`src/sv/sxfb_pkg.sv`:
```
// Package for the XOR sprite framebuffer.
// Holds the screen geometry, derived widths and request codes.
// No dependencies.
`default_nettype none

package sxfb_pkg;

  localparam int SCREEN_ROWS = 32;
  localparam int SCREEN_COLS = 64;
  localparam int SPRITE_BITS = 8;

  localparam int ROW_W     = 64;
  localparam int PIX_AW    = 6;
  localparam int ROW_AW    = (SCREEN_ROWS > 1) ? $clog2(SCREEN_ROWS) : 1;
  localparam int COL_AW    = $clog2(SCREEN_COLS);
  localparam int BIT_AW    = $clog2(SPRITE_BITS);
  localparam int ACC_W     = 9;

  localparam logic [1:0] REQ_CLEAR = 2'd0;
  localparam logic [1:0] REQ_DRAW  = 2'd1;
  localparam logic [1:0] REQ_READ  = 2'd2;

endpackage

`default_nettype wire

```
`src/sv/sxfb_if.sv`:
```
// Channel interfaces for the XOR sprite framebuffer: request and result.
// Depends on nothing but the valid/ready convention.
`default_nettype none

interface sxfb_req_if;
  logic       valid;
  logic       ready;
  logic [1:0] req_type;
  logic [7:0] x_pos;
  logic [7:0] y_pos;
  logic [3:0] row_offset;
  logic [7:0] sprite_byte;
  logic       last_row;

  modport source (output valid, req_type, x_pos, y_pos, row_offset, sprite_byte, last_row,
                  input ready);
  modport sink (input valid, req_type, x_pos, y_pos, row_offset, sprite_byte, last_row,
                output ready);
endinterface

interface sxfb_res_if;
  logic        valid;
  logic        ready;
  logic        collision;
  logic [63:0] row_data;
  logic        sprite_done;

  modport source (output valid, collision, row_data, sprite_done, input ready);
  modport sink (input valid, collision, row_data, sprite_done, output ready);
endinterface

`default_nettype wire

```
`src/sv/sxfb_ram.sv`:
```
// Generic single-port RAM, one write or read per cycle, registered read.
// No dependencies.
`default_nettype none

module sxfb_ram #(
  parameter int WIDTH = 64,
  parameter int DEPTH = 32,
  parameter int AW    = (DEPTH > 1) ? $clog2(DEPTH) : 1
) (
  input  wire logic             clk,
  input  wire logic             we,
  input  wire logic [AW-1:0]    addr,
  input  wire logic [WIDTH-1:0] wdata,
  output logic      [WIDTH-1:0] rdata
);

  logic [WIDTH-1:0] mem [DEPTH];

  always_ff @(posedge clk) begin
    if (we) begin
      mem[addr] <= wdata;
    end
    rdata <= mem[addr];
  end

endmodule

`default_nettype wire

```
`src/sv/sprite_xor_framebuffer_top.sv`:
```
// Top level of the XOR sprite framebuffer: sequencer, bit toggle unit,
// row buffer. Depends on sxfb_pkg, sxfb_if.sv and sxfb_ram.
//
// Usage: requests arrive on req (valid/ready), one result per request leaves
// on res (valid/ready). Request types: clear, draw one sprite row, read row.
// One request is worked on at a time; req.ready is high only while idle.
// A draw masks (y+offset) and x down to the screen size (both powers of two),
// reads the row, toggles the 8 sprite bits one per cycle in a row buffer and
// writes the row back. A read masks y alone and returns the stored row.
// Pixel rows live in a single-port RAM; a flop per row marks it as written,
// so a clear only drops those flags, and unwritten rows read as zero.
// The finished result sits in an output register; the next request is taken
// while it waits, but the block holds its following result until res.ready.
// Reset (rst, synchronous) blanks the screen and clears the collision flag.
`default_nettype none

module sprite_xor_framebuffer_top (
  input wire logic   clk,
  input wire logic   rst,
  sxfb_req_if.sink   req,
  sxfb_res_if.source res
);

  typedef enum logic [5:0] {
    ST_IDLE    = 6'b00_0001,
    ST_BITS    = 6'b00_0010,
    ST_WRITE   = 6'b00_0100,
    ST_RD_WAIT = 6'b00_1000,
    ST_RD_CAP  = 6'b01_0000,
    ST_DONE    = 6'b10_0000
  } state_t;

  state_t                                 state;
  logic [sxfb_pkg::ROW_AW-1:0]            row_idx;
  logic [sxfb_pkg::COL_AW-1:0]            col;
  logic [sxfb_pkg::BIT_AW-1:0]            bit_cnt;
  logic [sxfb_pkg::ROW_W-1:0]             row_buf;
  logic                                   hit;
  logic                                   is_draw;
  logic                                   first_row;
  logic [7:0]                             byte_q;
  logic                                   last_q;
  logic                                   coll_flag;
  logic [sxfb_pkg::SCREEN_ROWS-1:0]       row_valid;
  logic                                   res_coll;
  logic [sxfb_pkg::ROW_W-1:0]             res_row;
  logic                                   res_done;
  logic                                   out_valid;
  logic                                   out_coll;
  logic [sxfb_pkg::ROW_W-1:0]             out_row;
  logic                                   out_done;

  logic [sxfb_pkg::ROW_W-1:0]             rd_data;
  logic [sxfb_pkg::ROW_W-1:0]             rd_row;
  logic                                   ram_we;
  logic [sxfb_pkg::ACC_W-1:0]             row_sum;
  logic [sxfb_pkg::ROW_AW-1:0]            row_sel;
  logic [sxfb_pkg::COL_AW-1:0]            col_sel;
  logic [sxfb_pkg::PIX_AW-1:0]            pix;
  logic                                   sbit;
  logic                                   accept;
  logic                                   out_free;
  logic                                   coll_next;

  assign accept   = req.valid && req.ready;
  assign req.ready = (state == ST_IDLE);
  assign out_free = !out_valid || res.ready;

  // screen sizes are powers of two: the wrap is a mask
  assign row_sum = sxfb_pkg::ACC_W'(req.y_pos)
                 + ((req.req_type == sxfb_pkg::REQ_DRAW) ? sxfb_pkg::ACC_W'(req.row_offset)
                                                         : '0);
  assign row_sel = sxfb_pkg::ROW_AW'(row_sum % sxfb_pkg::ACC_W'(sxfb_pkg::SCREEN_ROWS));
  assign col_sel = sxfb_pkg::COL_AW'(req.x_pos % 8'(sxfb_pkg::SCREEN_COLS));

  assign rd_row = row_valid[row_idx] ? rd_data : '0;
  assign sbit   = byte_q[sxfb_pkg::BIT_AW'(sxfb_pkg::SPRITE_BITS - 1) - bit_cnt];
  assign pix    = sxfb_pkg::PIX_AW'(sxfb_pkg::ROW_W - 1) - sxfb_pkg::PIX_AW'(col);
  assign coll_next = (first_row ? 1'b0 : coll_flag) | hit;
  assign ram_we = (state == ST_WRITE);

  sxfb_ram #(
    .WIDTH (sxfb_pkg::ROW_W),
    .DEPTH (sxfb_pkg::SCREEN_ROWS),
    .AW    (sxfb_pkg::ROW_AW)
  ) u_rows (
    .clk   (clk),
    .we    (ram_we),
    .addr  (row_idx),
    .wdata (row_buf),
    .rdata (rd_data)
  );

  always_ff @(posedge clk) begin
    if (rst) begin
      state     <= ST_IDLE;
      row_valid <= '0;
      coll_flag <= 1'b0;
    end else begin
      case (state)
        ST_IDLE: begin
          if (accept) begin
            byte_q    <= req.sprite_byte;
            last_q    <= req.last_row;
            first_row <= (req.row_offset == 4'd0);
            is_draw   <= (req.req_type == sxfb_pkg::REQ_DRAW);
            row_idx   <= row_sel;
            col       <= col_sel;
            res_coll  <= 1'b0;
            res_row   <= '0;
            res_done  <= 1'b0;
            case (req.req_type)
              sxfb_pkg::REQ_CLEAR: begin
                row_valid <= '0;
                state     <= ST_DONE;
              end
              sxfb_pkg::REQ_DRAW, sxfb_pkg::REQ_READ: begin
                state <= ST_RD_WAIT;
              end
              default: begin
                state <= ST_DONE;
              end
            endcase
          end
        end
        ST_BITS: begin
          if (sbit) begin
            hit          <= hit | row_buf[pix];
            row_buf[pix] <= ~row_buf[pix];
          end
          col     <= (col == sxfb_pkg::COL_AW'(sxfb_pkg::SCREEN_COLS - 1)) ? '0 : col + 1'b1;
          bit_cnt <= bit_cnt + 1'b1;
          if (bit_cnt == sxfb_pkg::BIT_AW'(sxfb_pkg::SPRITE_BITS - 1)) begin
            state <= ST_WRITE;
          end
        end
        ST_WRITE: begin
          row_valid[row_idx] <= 1'b1;
          coll_flag          <= coll_next;
          res_coll           <= coll_next;
          res_done           <= last_q;
          state              <= ST_DONE;
        end
        ST_RD_WAIT: begin
          state <= ST_RD_CAP;
        end
        ST_RD_CAP: begin
          if (is_draw) begin
            row_buf <= rd_row;
            hit     <= 1'b0;
            bit_cnt <= '0;
            state   <= ST_BITS;
          end else begin
            res_row <= rd_row;
            state   <= ST_DONE;
          end
        end
        ST_DONE: begin
          if (out_free) begin
            state <= ST_IDLE;
          end
        end
        default: begin
          state <= ST_IDLE;
        end
      endcase
    end
  end

  // output register
  always_ff @(posedge clk) begin
    if (rst) begin
      out_valid <= 1'b0;
    end else begin
      if (out_valid && res.ready) begin
        out_valid <= 1'b0;
      end
      if (state == ST_DONE && out_free) begin
        out_valid <= 1'b1;
        out_coll  <= res_coll;
        out_row   <= res_row;
        out_done  <= res_done;
      end
    end
  end

  assign res.valid       = out_valid;
  assign res.collision   = out_coll;
  assign res.row_data    = out_row;
  assign res.sprite_done = out_done;

endmodule

`default_nettype wire

```
`src/flat_wrapper.sv`:
```
// flat-port wrapper written by rule: the top's interface ports become plain ports
module sprite_xor_framebuffer_top_flat 
  (clk, rst, req_valid, req_req_type, req_x_pos, req_y_pos, req_row_offset, req_sprite_byte, req_last_row, req_ready, res_valid, res_collision, res_row_data, res_sprite_done, res_ready);
  sxfb_req_if req_i ();
  sxfb_res_if res_i ();
  input wire logic clk;
  input wire logic rst;
  input wire logic [$bits(req_i.valid)-1:0] req_valid;
  input wire logic [$bits(req_i.req_type)-1:0] req_req_type;
  input wire logic [$bits(req_i.x_pos)-1:0] req_x_pos;
  input wire logic [$bits(req_i.y_pos)-1:0] req_y_pos;
  input wire logic [$bits(req_i.row_offset)-1:0] req_row_offset;
  input wire logic [$bits(req_i.sprite_byte)-1:0] req_sprite_byte;
  input wire logic [$bits(req_i.last_row)-1:0] req_last_row;
  output wire logic [$bits(req_i.ready)-1:0] req_ready;
  output wire logic [$bits(res_i.valid)-1:0] res_valid;
  output wire logic [$bits(res_i.collision)-1:0] res_collision;
  output wire logic [$bits(res_i.row_data)-1:0] res_row_data;
  output wire logic [$bits(res_i.sprite_done)-1:0] res_sprite_done;
  input wire logic [$bits(res_i.ready)-1:0] res_ready;
  assign req_i.valid = req_valid;
  assign req_i.req_type = req_req_type;
  assign req_i.x_pos = req_x_pos;
  assign req_i.y_pos = req_y_pos;
  assign req_i.row_offset = req_row_offset;
  assign req_i.sprite_byte = req_sprite_byte;
  assign req_i.last_row = req_last_row;
  assign req_ready = req_i.ready;
  assign res_valid = res_i.valid;
  assign res_collision = res_i.collision;
  assign res_row_data = res_i.row_data;
  assign res_sprite_done = res_i.sprite_done;
  assign res_i.ready = res_ready;
  sprite_xor_framebuffer_top u_core (.clk(clk), .rst(rst), .req(req_i), .res(res_i));
endmodule
```
`config.mk`:
```
export PLATFORM = sky130hd
export DESIGN_NAME = sprite_xor_framebuffer_top_flat
export DESIGN_NICKNAME = d
export VERILOG_FILES = /design/src/sv/sxfb_pkg.sv /design/src/sv/sxfb_if.sv /design/src/sv/sxfb_ram.sv /design/src/sv/sprite_xor_framebuffer_top.sv /design/src/flat_wrapper.sv
export SDC_FILE = /design/constraint.sdc
export NUM_CORES = 2
export LEC_CHECK = 0
export BUFFER_PORTS_ARGS = -buffer_cell sky130_fd_sc_hd__buf_4
export CORE_UTILIZATION = 56
export DETAILED_ROUTE_END_ITERATION = 12
export PLACE_DENSITY = 0.86
export SYNTH_ARGS = -nofsm -noshare
export SYNTH_HDL_FRONTEND = slang
export SYNTH_SLANG_ARGS = --single-unit
```
`constraint.sdc`:
```
create_clock -name clk -period 11.53 [get_ports clk]
set_input_delay 0.5765 -clock clk [delete_from_list [all_inputs] [get_ports clk]]
set_output_delay 0.5765 -clock clk [all_outputs]
set_load 0.005 [all_outputs]
```
---- After elaboration in Yosys (flattened, before gate mapping) ----
Memories as Yosys holds them, arrays and structs flattened. A register that Yosys moved wholly into a read port is not among the register bits.
Index checks and enable logic that the tools add are counted.
operators by class
  divide/modulo/power cells ............... 0
  bitwise operators ....................... 5
  eq/ne operators ......................... 17
  add/sub/neg operators ................... 5
  shifts and indexed selects .............. 0
  magnitude comparators ................... 5
  $mul .................................... 0
  mux-type cells .......................... 44
  reduce and logical (&&, ||, !) cells .... 24
operator list
  kind                                                         number
  two-way mux 64 bit                                           5
  one-hot mux 64 bit (2 select lines)                          2
  bitwise mux 64 bit                                           1
  two-way mux 32 bit                                           2
  one-hot mux 32 bit (2 select lines)                          1
  two-way mux 6 bit                                            7
  one-hot mux 6 bit (6 select lines)                           1
  OR 32 bit                                                    1
  AND reduction 3 bit                                          6
  two-way mux 1 bit                                            13
  equality test 6 bit (second input constant)                  2
  one-hot mux 6 bit (2 select lines)                           1
  nonzero test 2 bit                                           5
  inequality test 2 x 1 -> 1 bit (second input constant)       4
  AND reduction 4 bit                                          2
  less-than comparator 6 x 7 -> 1 bit (second input constant)  1
  adder 6 x 1 -> 6 bit (second input constant)                 1
  binary-select mux 1 bit (select 6 bit)                       1
  demux 1 bit (select 6 bit)                                   1
  equality test 6 x 1 -> 1 bit (second input constant)         1
  equality test 6 x 2 -> 1 bit (second input constant)         1
  equality test 6 x 3 -> 1 bit (second input constant)         1
  equality test 6 x 4 -> 1 bit (second input constant)         1
  equality test 6 x 5 -> 1 bit (second input constant)         1
  other kinds (28)                                             38
storage, ports and cells
  word-level logic and storage cells ...... 120
  memories kept ........................... 1
  memory bits (read-only) ................. 0
  output and inout port bits .............. 68
  register bits after elaboration ......... 262
  bits in latches ......................... 0
  input bits .............................. 35
  bits in writable memories ............... 2048
memory list
  name               words  bits a word  rd ports  clocked after Yosys merged registers in  wr ports  RTL line        text
  u_core.u_rows.mem  32     64           1         1                                        1         sxfb_ram.sv:17  logic [WIDTH-1:0] mem [DEPTH];

---- Logic depth before layout (Yosys ltp) ----
  word-level depth ........................ 8
  mapped depth ............................ 10
  depth with buffers taken out ............ 8

---- By module ----
From an unflattened synthesis, not the netlist that was laid out.
second synthesis, totals
  cell total of the unflattened synthesis .. 5066
  area, all modules ....................... 91001.0 um2
modules (own cells, without submodules)
  module                      times used  area an instance (um2)  cells each  seq. area each (um2)
  sxfb_ram                    1           78959.5                 4136        62780.2
  sprite_xor_framebuffer_top  1           12041.5                 930         7467.2

---- Worst setup path after synthesis ----
Ideal clock, no wire load.
  path type ............................... register -> register
  start ................................... register u_core.state[1]
  end ..................................... register u_core.res_row[0] (netlist name), enable pin
  setup time .............................. 0.828 ns
  clock period less this slack ............ 11.807 ns
  path buffers ............................ 0
  slack ................................... -0.277 ns
  stages on the path, launching flop included .. 6
  arrival time ............................ 10.979 ns
  path through ............................ dfxtp_1 nor4_1 nand3b_1 inv_1 nor2_1 a2111oi_0
between the ends
  word-level cells in the longest chain between the ends .. 4
RTL lines
  element                                   RTL line                           text
  from (decl)                               sprite_xor_framebuffer_top.sv:33   state_t state;
  from (signal assigned)                    sprite_xor_framebuffer_top.sv:96   state <= ST_IDLE;
  from (signal assigned)                    sprite_xor_framebuffer_top.sv:115  state <= ST_DONE;
  from (signal assigned)                    sprite_xor_framebuffer_top.sv:118  state <= ST_RD_WAIT;
  equality test 6 x 1 -> 1 bit (*)          sprite_xor_framebuffer_top.sv:66   assign req.ready = (state == ST_IDLE);
  named net req_ready                       flat_wrapper.sv:15                 output wire logic [$bits(req_i.ready)-1:0] req_ready;
  logical AND 1 bit                         sprite_xor_framebuffer_top.sv:65   assign accept = req.valid && req.ready;
  inequality test 2 bit (no source line)    --
  AND reduction 4 bit (no source line) (*)  --
  to (signal assigned)                      sprite_xor_framebuffer_top.sv:154  res_row <= rd_row;
  to (decl)                                 sprite_xor_framebuffer_top.sv:46   logic [sxfb_pkg::ROW_W-1:0] res_row;
The timed path passes the listed nets; every way through them passes the cells marked *.
A chain may end at the register's enable or synchronous reset.

---- Final worst setup path ----
  start ................................... register u_core.row_idx[0] (netlist name)
  end ..................................... memory u_core.u_rows.mem[11][33], enable pin
RTL lines
  element                 RTL line                           text
  from (decl)             sprite_xor_framebuffer_top.sv:34   logic [sxfb_pkg::ROW_AW-1:0] row_idx;
  from (signal assigned)  sprite_xor_framebuffer_top.sv:107  row_idx <= row_sel;
  to (decl)               sxfb_ram.sv:17
No word-level cell before the write port.

==> results.md <==
* Final wirelength at 264000 µm
* RSZ-0062 raised after global routing: false
* Final count of negative-setup-slack endpoints at 0
* Global-route wire length before repair at 366000 µm
* Reported max-cap violation count at 0
* Chip Width at 401 µm
* Post-synthesis register bit count at 2374
* RD Place Congestion at 0.810
* Cell-by-cell listing of the critical path: buf_12 > buf_4 > nand3_1 > nor2_4 > buf_4 > buf_4
* Part of the cycle the worst path needs at 0.504
* Area delta synth->final at 12.4%
* Cells resized by post-CTS repair at 0
* Deepest clock path buffer count at 3
* Die outline area at 0.161 mm²
* Max Fclk at 0.172 GHz
* First-pass iteration count of the detailed router at 9
* Clock slew seen by the registers of the worst setup and hold paths at 70 ps
* Setup Fix Bufs, Post-CTS at 0
* Average cell area after synthesis at 21.8 µm²
* Library cell with the largest summed area after synthesis: edfxtp_1
* Distinct cell type count of the synthesized netlist at 52
* Async set-or-reset flop fraction in the synthesized netlist at 0
* Area share of the leading cell type in the synthesized netlist at 0.765
* CP Launch Type: flip-flop
* Syn Std Cell Area at 0.0891 mm²
* Number of buffers added on ports at 97
* Minimum hold slack at 172 ps
* # fillers at 9395
* Biggest cell delay along the critical path at 1020 ps
* Max VDD drop at 0.157 mV
* Register-to-register setup slack at 5720 ps
* Run status: complete, no violations
* Worst Path Required at 12010 ps
* Minimum period implied by the final worst setup slack at 5810 ps
* GRT Resource Usage Total at 0.327
* CP Max Fanout at 107
* Share of cells above drive strength 1 at 0.267
* Core ar. at 0.158 mm²
* Per-cell routed wire length at 40.1 µm
* Num ports at 103
* Row cnt at 146
* Clock network latency to the later pin of the worst-skew pair at 880 ps
* Remaining max-slew budget at the tightest pin at 0.0835
* Number of buffers created by CTS at 216
* Via/cell ratio at 7.52
* Crit path DAT at 6290 ps
* Number of remaining DRC errors at 0
* Leakage Power at 0.0320 µW
* Number of global-route vias before repair at 49900
* Cell class contributing the biggest share of worst-path delay: buffers and inverters
* Final Hold Fails at 0
* Transition time of the tightest slew-check pin at 1370 ps
* Count of mapped cells out of synthesis at 4088
* Leading register cell type out of synthesis: edfxtp_1
* Most area-consuming cells after synthesis: edfxtp_1 76%, mux4_2 13%, dfxtp_1 2.3%
* Number of warnings reported in the yosys synthesis log at 0
* Critical path type: reg -> reg
* Total buffers and inverters traversed by the critical path at 4
* Root buffer cell: clkbuf_16
* Pin count of the biggest net entering global routing at 170
* Slew Limit Fails at 0
* Power Density at 177 mW/mm²
* Post-CTS Hold Buffers at 14
* Total nets after synthesis at 4133
* Starting Density at 0.563
* CTS H-tree depth at 4
* Number of clock sinks seen by CTS at 2374
* Critical Path Sink Type: flip-flop
* Iteration-0 DRC Markers at 10300
* CTS tree: built
* Global-route congestion overflow total at 0
* Number of synthesized flops with an enable pin at 2270
* Post-Route Skew at 46.5 ps
* Class of the tightest hold or removal check: in -> reg
* Sequential fraction of the synthesis area at 0.788
* Total via count in the routed design at 49400
* Post-route ant nets at 0
* Slowest stage cell, crit path: nor2_4
* Final #Nets at 4341
* Number of antenna violations at the first check in global routing at 15
* Placed wire-length estimate at 120000 µm
* Setup tns final at 0 ps
* Die Y-Extent at 401 µm
* Critical path's most frequent cell: buf_4
per-layer routing:
| metal | share of wire | GRT usage | wire [µm] | vias up |
|---|---|---|---|---|
| met4 | 0.082 | 0.214 | 21600 | 10 |
| met3 | 0.16 | 0.117 | 42300 | 1606 |
| met5 | 0.00026 | 0 | 69 | - |
| li1 | - | - | - | 17600 |
| met1 | 0.30 | 0.397 | 79100 | 24500 |
| met2 | 0.46 | 0.499 | 121000 | 5718 |
cells in the mapped netlist, drive strengths merged (5+ instances only):
| master | n |
|---|---|
| a21oi | 105 |
| a22oi | 277 |
| a31oi | 5 |
| and2 | 13 |
| and3 | 8 |
| and3b | 6 |
| buf | 141 |
| clkbuf | 105 |
| dfxtp | 104 |
| edfxtp | 2270 |
| ha | 9 |
| inv | 69 |
| mux2i | 32 |
| mux4 | 522 |
| nand2 | 141 |
| nand3 | 6 |
| nand3b | 10 |
| nand4 | 66 |
| nor2 | 82 |
| nor2b | 5 |
| nor3b | 7 |
| o21ai | 6 |
| o31ai | 64 |
area by class of cell:
class                   instances  area [µm²]  share of cell area
multi-input cells            1399       17800               0.178
flip-flops and latches       2374       70200               0.701
inverters                      69         259             0.00259
well taps                    2072        2590              0.0259
clock inverters               122        1460              0.0146
clock buffers                 288        5910              0.0590
diodes                         10        25.0            0.000250
repair buffers                236        1850              0.0185
layout by cell type, fill, tap and decap left out, drive strengths merged, types with 66 or more instances in the layout:
cell / n
buf: 220
a22oi: 277
inv: 77
nor2: 82
nand4: 66
clkbuf: 288
clkinv: 74
a21oi: 105
edfxtp: 2270
mux4: 522
nand2: 141
dfxtp: 104
kinds of logic (layout without fill, tap and decap cells):
logic type	after synthesis	in the layout	share of synthesized area
AO/OA/AOI/OAI	466	466	0.0365
AND/OR/NAND/NOR	360	360	0.0216
adder cells (fa/ha/maj)	10	10	0.00149
multiplexers	556	556	0.136
other	0	10	0
XOR/XNOR	7	7	0.000688
flip-flops	2374	2374	0.788
buffers and inverters	315	715	0.0158
state kept, by name (all words and copies together) (netlist names):
signal / cells
u_core.res.row_data: 64
u_core.col: 6
u_core.res_done: 1
u_core.bit_cnt: 3
u_core.state: 6
u_core.byte_q: 8
u_core.row_idx: 5
u_core.res_coll: 1
u_core.res.valid: 1
u_core.u_rows.mem: 2048
u_core.res.collision: 1
u_core.res.sprite_done: 1
u_core.res_row: 64
u_core.last_q: 1
u_core.u_rows.rdata: 64
u_core.first_row: 1
u_core.row_valid: 32
u_core.hit: 1
u_core.coll_flag: 1
u_core.is_draw: 1
u_core.row_buf: 64
path summary, 6_finish.rpt:
| kind | start | depth (start not counted) | end |
|---|---|---|---|
| worst max register to register | u_core.row_idx[0] | 6 | u_core.u_rows.mem[11][33] |
| worst max-delay path | u_core.row_idx[0] | 6 | u_core.u_rows.mem[11][33] |
| worst min register to register | u_core.res_row[31] | 0 | u_core.res.row_data[31] |
| worst min-delay path | req_y_pos[4] | 2 | u_core.row_idx[4] |
where the power goes:
group | total [µW] | switching, µW | internal, µW
Combinational | 750 | 454 | 296
Sequential | 9440 | 55.7 | 9390
Clock | 7570 | 3320 | 4250
Total | 17800 | 3830 | 13900
through the flow:
step / total power, µW / util / setup WS, ps / instances / cell area [µm²]
2_1_floorplan: 10100 / - / 2880 / 4088 / 89100
3_3_place_gp: 10300 / 0.585 / 6200 / 6134 / 92600
3_5_place_dp: 10300 / 0.585 / 6000 / 6134 / 92600
4_1_cts: 17700 / 0.633 / 5860 / 6558 / 100000
5_1_grt: 18100 / 0.633 / 5650 / 6562 / 100000
6_report: 17800 / 0.633 / 5720 / 6570 / 100000
(Power assumes the default switching activity.)
